### src/hdl/rbsi_pkg.sv
// Package for the ray and box slab intersection block.
// It holds the shared widths, the saturation limits and the structs passed between stages.
// It depends on nothing else.
package rbsi_pkg;

   // Field widths. Data is signed Q16.16.
   localparam int DataW = 32;
   localparam int QFrac = 16;
   // A plane minus the origin needs one more bit than the data.
   localparam int NumW  = DataW + 1;
   // Width of the shifted dividend, and the number of quotient bits.
   localparam int DivW  = NumW + QFrac;
   // Divider depth: a magnitude stage, one stage per quotient bit, and a sign stage.
   localparam int DivLat = DivW + 2;

   // Saturation limits of the signed 32-bit result.
   localparam logic signed [DataW-1:0] S32Max = {1'b0, {(DataW-1){1'b1}}};
   localparam logic signed [DataW-1:0] S32Min = {1'b1, {(DataW-1){1'b0}}};
   // The same limits as unsigned quotient magnitudes.
   localparam logic [DivW-1:0] QPosLim = {{(DivW-DataW+1){1'b0}}, {(DataW-1){1'b1}}};
   localparam logic [DivW-1:0] QNegLim = {{(DivW-DataW){1'b0}}, 1'b1, {(DataW-1){1'b0}}};

   // Normal components.
   localparam logic signed [1:0] NrmPos  = 2'sb01;
   localparam logic signed [1:0] NrmNeg  = 2'sb11;
   localparam logic signed [1:0] NrmZero = 2'sb00;

   // Ray origin and direction, carried alongside the division.
   typedef struct packed {
      logic signed [DataW-1:0] ox;
      logic signed [DataW-1:0] oy;
      logic signed [DataW-1:0] dx;
      logic signed [DataW-1:0] dy;
   } side_type;

   // Per-word control passed from the slab test to the contact stages.
   typedef struct packed {
      logic              valid;
      logic              hit;
      logic signed [1:0] nrm_x;
      logic signed [1:0] nrm_y;
   } slab_ctl_type;

endpackage

### src/hdl/rbsi_resolve.sv
// Slab test: orders the per-axis times, rejects misses and picks entry time and normal.
// Two register stages.
// It depends on rbsi_pkg.
module rbsi_resolve (
   input  logic                             clock,
   input  logic                             reset,
   input  logic                             en,
   input  logic                             in_valid,
   input  logic                             in_undef,
   input  rbsi_pkg::side_type               side_in,
   input  logic signed [rbsi_pkg::DataW-1:0] t_min_x,
   input  logic signed [rbsi_pkg::DataW-1:0] t_max_x,
   input  logic signed [rbsi_pkg::DataW-1:0] t_min_y,
   input  logic signed [rbsi_pkg::DataW-1:0] t_max_y,
   output rbsi_pkg::side_type               side_out,
   output rbsi_pkg::slab_ctl_type           ctl_out,
   output logic signed [rbsi_pkg::DataW-1:0] tn_out
);
   import rbsi_pkg::*;

   logic                    a_valid_ff;
   logic                    a_ok_ff;
   side_type                a_side_ff;
   logic signed [DataW-1:0] a_nx_ff, a_fx_ff, a_ny_ff, a_fy_ff;

   slab_ctl_type            b_ctl_ff, b_ctl_in;
   side_type                b_side_ff;
   logic signed [DataW-1:0] b_tn_ff, b_tn_in;
   logic signed [DataW-1:0] tf;

   // Order each axis pair so near is not above far.
   always_ff @(posedge clock) begin
      if (reset) begin
         a_valid_ff <= 1'b0;
      end else if (en) begin
         a_valid_ff <= in_valid;
      end
   end

   always_ff @(posedge clock) begin
      if (en) begin
         a_ok_ff   <= !in_undef;
         a_side_ff <= side_in;
         a_nx_ff   <= (t_min_x > t_max_x) ? t_max_x : t_min_x;
         a_fx_ff   <= (t_min_x > t_max_x) ? t_min_x : t_max_x;
         a_ny_ff   <= (t_min_y > t_max_y) ? t_max_y : t_min_y;
         a_fy_ff   <= (t_min_y > t_max_y) ? t_min_y : t_max_y;
      end
   end

   // Overlap and behind-the-ray checks, entry time and normal choice.
   always_comb begin
      b_tn_in        = (a_nx_ff > a_ny_ff) ? a_nx_ff : a_ny_ff;
      tf             = (a_fx_ff < a_fy_ff) ? a_fx_ff : a_fy_ff;
      b_ctl_in.valid = a_valid_ff;
      b_ctl_in.hit   = a_ok_ff && !(a_nx_ff > a_fy_ff) && !(a_ny_ff > a_fx_ff)
                       && !tf[DataW-1];
      b_ctl_in.nrm_x = NrmZero;
      b_ctl_in.nrm_y = NrmZero;
      if (a_nx_ff > a_ny_ff) begin
         b_ctl_in.nrm_x = a_side_ff.dx[DataW-1] ? NrmPos : NrmNeg;
      end else begin
         b_ctl_in.nrm_y = a_side_ff.dy[DataW-1] ? NrmPos : NrmNeg;
      end
   end

   // Only the valid bit is reset; the rest of the word loads on every advance.
   always_ff @(posedge clock) begin
      if (reset) begin
         b_ctl_ff.valid <= 1'b0;
      end else if (en) begin
         b_ctl_ff.valid <= b_ctl_in.valid;
      end
      if (en) begin
         b_ctl_ff.hit   <= b_ctl_in.hit;
         b_ctl_ff.nrm_x <= b_ctl_in.nrm_x;
         b_ctl_ff.nrm_y <= b_ctl_in.nrm_y;
         b_tn_ff        <= b_tn_in;
         b_side_ff      <= a_side_ff;
      end
   end

   assign side_out = b_side_ff;
   assign ctl_out  = b_ctl_ff;
   assign tn_out   = b_tn_ff;

endmodule

### config.mk
export PLATFORM = sky130hd
export DESIGN_NAME = rbsi_resolve
export DESIGN_NICKNAME = d
export VERILOG_FILES = /design/src/hdl/rbsi_pkg.sv /design/src/hdl/rbsi_resolve.sv
export SDC_FILE = /design/constraint.sdc
export NUM_CORES = 1
export LEC_CHECK = 0
export ABC_CLOCK_PERIOD_IN_PS = 8100
export BUFFER_PORTS_ARGS = -buffer_cell sky130_fd_sc_hd__buf_2
export CAP_MARGIN = 15
export CORE_MARGIN = 2
export CORE_UTILIZATION = 30
export CTS_BUF_LIST = sky130_fd_sc_hd__clkbuf_8
export CTS_CLUSTER_SIZE = 14
export DETAILED_ROUTE_END_ITERATION = 7
export PLACE_DENSITY = 0.51
export REMOVE_ABC_BUFFERS = 1
export SLEW_MARGIN = 40
export SYNTH_ARGS = -nofsm -noshare
export SYNTH_HDL_FRONTEND = slang
export SYNTH_SLANG_ARGS = --single-unit
export TNS_END_PERCENT = 50
### constraint.sdc
create_clock -name clock -period 8.1 [get_ports clock]
set_clock_uncertainty 0.1 [all_clocks]
set_input_delay 1.215 -clock clock [delete_from_list [all_inputs] [get_ports clock]]
set_output_delay 1.215 -clock clock [all_outputs]
set_load 0.02 [all_outputs]
# Yosys cells after proc, flatten, opt, wreduce, memory -nomap -nowiden
# Cells that the tools add are included.
# word_totals
ff_bits,424
inputBits,261
output_inout_bits,166
elab_cells,40
# op_classes
order_cmp,6
n_mux,8
reduce_logical,7
# op_table
op,count
two-way mux 32 bit,6
> comparator 32 bit,5
< comparator 32 bit,1
logical NOT 1 bit,4
two-way mux 2 bit,2
logical AND 1 bit,3

# Depth between registers and ports, before layout
# logic_depth
depth_word,5
ltp_mapped,12
mapped_depth_nobuf,9

# Worst setup path after synthesis
# OpenSTA, ideal clock, no wires.
# synth_path
path_kind,input port to flip-flop
from,input t_max_y[31] (netlist name)
to,"register a_fy_ff[11], data pin"
setup_time_ps,271
arrival_ps,3121
t_required_ps,7729
path_slack_ps,4608
path_stages,11
n_path_buf,2
cell_sequence,inv_1 ha_1 nand4_1 nor2_1 a22o_1 nor4_1 clkbuf_1 clkbuf_1 a21oi_1 a31oi_1 o2111ai_1
# synth_between
elab_chain_cells,2
# synth_rtl
element,line_no,text
start: declaration,rbsi_resolve.sv:14,"input logic signed [rbsi_pkg::DataW-1:0] t_max_y,"
> comparator 32 bit,rbsi_resolve.sv:47,a_fy_ff <= (t_min_y > t_max_y) ? t_min_y : t_max_y;
two-way mux 32 bit,rbsi_resolve.sv:47,
end signal: assignment,rbsi_resolve.sv:47,
end: declaration,rbsi_resolve.sv:24,"logic signed [DataW-1:0] a_nx_ff, a_fx_ff, a_ny_ff, a_fy_ff;"
# Every way passes these cells.
# A chain may end at the register's enable or synchronous reset.

# Worst setup path in the final report
# layout_path
from,input t_max_x[31] (netlist name)
to,"register a_fx_ff[31], data pin"
# layout_between
elab_chain_cells,2
# layout_rtl
element,line_no,text
start: declaration,rbsi_resolve.sv:12,"input logic signed [rbsi_pkg::DataW-1:0] t_max_x,"
> comparator 32 bit,rbsi_resolve.sv:45,a_fx_ff <= (t_min_x > t_max_x) ? t_min_x : t_max_x;
two-way mux 32 bit *,rbsi_resolve.sv:45,
end signal: assignment,rbsi_resolve.sv:45,
end: declaration,rbsi_resolve.sv:24,
# Every way passes the cells marked *; elsewhere a longest branch is shown, timed or not.

==> run metrics <==
Yosys warning count 0; Die Wd 286 µm; Internal Dissipation 4.26 mW; DR pass1 iterations 6; CTS tree built; Layout Cells excl Fill 3,647; Final ANT Viol Nets 0; Post-synth EDFFs 422; Clock Path Buffers 3; prevailing post-synth register cell edfxtp_1; fin. max-slew vios 0; count leader, synth edfxtp_1; VDD IR max 0.127 mV; flop2flop setup slack 4.09 ns; synth top area cells edfxtp_1, ha_1, a21oi_1; Worst Tran Pin Value 0.873 ns; initial detailed-routing violation count 1,405; Total Power 6.23 mW; initial antenna violation count 24; Nets 2,987; Skew-Pair Late Insertion Delay 0.68 ns; Slew HR 41.1%; cts hold-fix bufs 0; area leader, netlist edfxtp_1; num rows 103; Gate Count Post-Synth 2,158; Seq pwr share 45.7%; die area 81,600 µm²; setup bufs post-CTS 0; min Tclk post-route 4.39 ns; post-DP HPWL 50,300 µm; FF-to-FF Start a_nx_ff[14]$_DFFE_PP_; crit end category flip-flop; IO Port Bufs 426; crit path DAT 4.69 ns; die extent in y 286 µm; gpl congestion 0.900; initial core utilization 30.2%; fmax 228 MHz; Critical Path Source t_max_x[31]; synthesized cell area 23,800 µm²; Num CTS Buffers 78; largest net degree at the start of global routing 127; NetSw 1.97 mW; final setup vio count 0; Mean Syn Cell Area 11.0 µm²; power per standard cell area 219 nW/µm²; Critical Path End a_fx_ff[31]$_DFFE_PP_; RSZ-0062 raised after global routing no; FF-to-FF End tn_out[31]$_DFFE_PP_; first-pass GRT wire length 107,000 µm; clock-pin slew on the worst setup and hold paths 0.06 ns; combinational share of power 22.8%; synth cell count leaders edfxtp_1, a21oi_1, ha_1; clock network power share 31.5%; crit path kind in2reg; DRC viols 0; Via density 5.31; WL final 71,500 µm; layout cells sized above 1 24.2%; max cap viols 0; flops & latches, synth 424; clk sinks 424; Synth cell types 58; Synth top area share 53.2%; Area Overhead vs Synth 19.6%; HP Class reg2reg; R2R cell count 9; H-tree levels 3; ys async rst share 0%; Worst setup SP type input port; Net Sw Frac 31.6%; via count 19,400; Overall Global Routing Usage 16.8%; Placed Cells 3,504; worst-path fanout max 87; CTS resizes 0; WHS 0.303 ns; final setup TNS 0 ns; crit share post-route 54.2%; endpoints failing hold 0; grt total ovfl 0; average wire per standard cell 19.6 µm; post-synthesis sequential area ratio 53.4%; outcome complete, no violations; Core Area 78,700 µm²; vias in the first global route 18,900; WP data required 8.40 ns; io pins 427; CTS root buf clkbuf_8; Pleak 11.7 nW
==> power groups by stage <==
stage / registers (mW) / clock network, mW / logic (mW)
after floorplan: 2.94 / 0 / 0.830
after global routing: 2.87 / 2.13 / 1.58
after detailed placement: 2.90 / 0 / 1.41
after global placement: 2.89 / 0 / 1.34
final: 2.85 / 1.96 / 1.42
after CTS: 2.85 / 2.05 / 1.42
==> per-layer routing <==
metal	share of wire [%]	up-vias	track usage (%)
met2	49	745	28.9
met1	41	9345	20.4
li1	-	9110	-
met3	7.1	167	3.55
met4	3.5	12	7.16
met5	0.11	-	0
==> sequential cells by signal (all words and copies together) (netlist names) <==
name / count
a_nx_ff: 32
side_out: 128
a_side_ff: 128
a_valid_ff: 1
a_ny_ff: 32
a_fy_ff: 32
a_fx_ff: 32
ctl_out: 6
a_ok_ff: 1
tn_out: 32
==> area by class of cell <==
class                           instances  area (µm²)
Clock buffer                           78        1070
Timing Repair Buffer                  446        2370
Clock inverter                         60         375
Multi-Input combinational cell       1417        9980
Sequential cell                       424       12700
Inverter                              168         633
Fill cell                            7858       50300
Tap cell                             1050        1310
Antenna cell                            4        10.0
==> worst min-delay path by stage <==
stage	slack [ns]	from	to	cells after the start
finish	0.30	a_side_ff[77]$_DFFE_PP_	side_out[77]$_DFFE_PP_	0
global placement	0.30	a_side_ff[53]$_DFFE_PP_	side_out[53]$_DFFE_PP_	0
detailed placement	0.30	a_side_ff[127]$_DFFE_PP_	side_out[127]$_DFFE_PP_	0
floorplan	0.30	a_side_ff[0]$_DFFE_PP_	side_out[0]$_DFFE_PP_	0
CTS	0.30	a_side_ff[77]$_DFFE_PP_	side_out[77]$_DFFE_PP_	0
global route	0.31	a_side_ff[62]$_DFFE_PP_	side_out[62]$_DFFE_PP_	0
==> cell usage in the layout (no fill, tap or decap), drive strengths merged, types with 33 or more instances in the layout <==
cell / Yosys / final
a31oi: 64 / 64
o22ai: 66 / 66
nor2: 51 / 51
nand3: 149 / 149
ha: 191 / 191
nand3b: 33 / 33
a21oi: 197 / 197
clkbuf: 115 / 79
nand4: 106 / 106
edfxtp: 422 / 422
a211o: 34 / 34
buf: 34 / 445
nand2b: 66 / 66
nand2: 160 / 160
inv: 168 / 195
==> worst max-delay path, cell delays in order <==
cell,delay [ns]
buf_2,0.12
inv_1,0.07
ha_4,0.77
nand4_2,0.31
nor4_4,0.58
nand3_2,0.38
buf_4,0.44
nand3_1,0.21
a21oi_1,0.09
a41o_1,0.24
a211o_1,0.23
==> cell families (layout without fill, tap and decap cells) <==
logic type      Yosys count  in the layout  share of synthesized area (%)
buf+inv                 317            752                           5.08
mux                      36             36                           1.68
other cells               0              4                              0
simple gates            656            656                           14.9
compound gates          534            534                           14.9
flops                   424            424                           53.4
fa+ha+maj               191            191                           10.0
==> through the flow <==
| stage | worst slack (ns) | util, % | area [µm²] |
|---|---|---|---|
| after floorplan | -11.45 | - | 23200 |
| after global placement | 3.06 | 34.2 | 26900 |
| after detailed placement | 2.89 | 34.2 | 27000 |
| after CTS | 3.62 | 36.1 | 28400 |
| after global routing | 3.49 | 36.1 | 28500 |
| final | 3.71 | 36.1 | 28500 |
(Power assumes the default switching activity.)
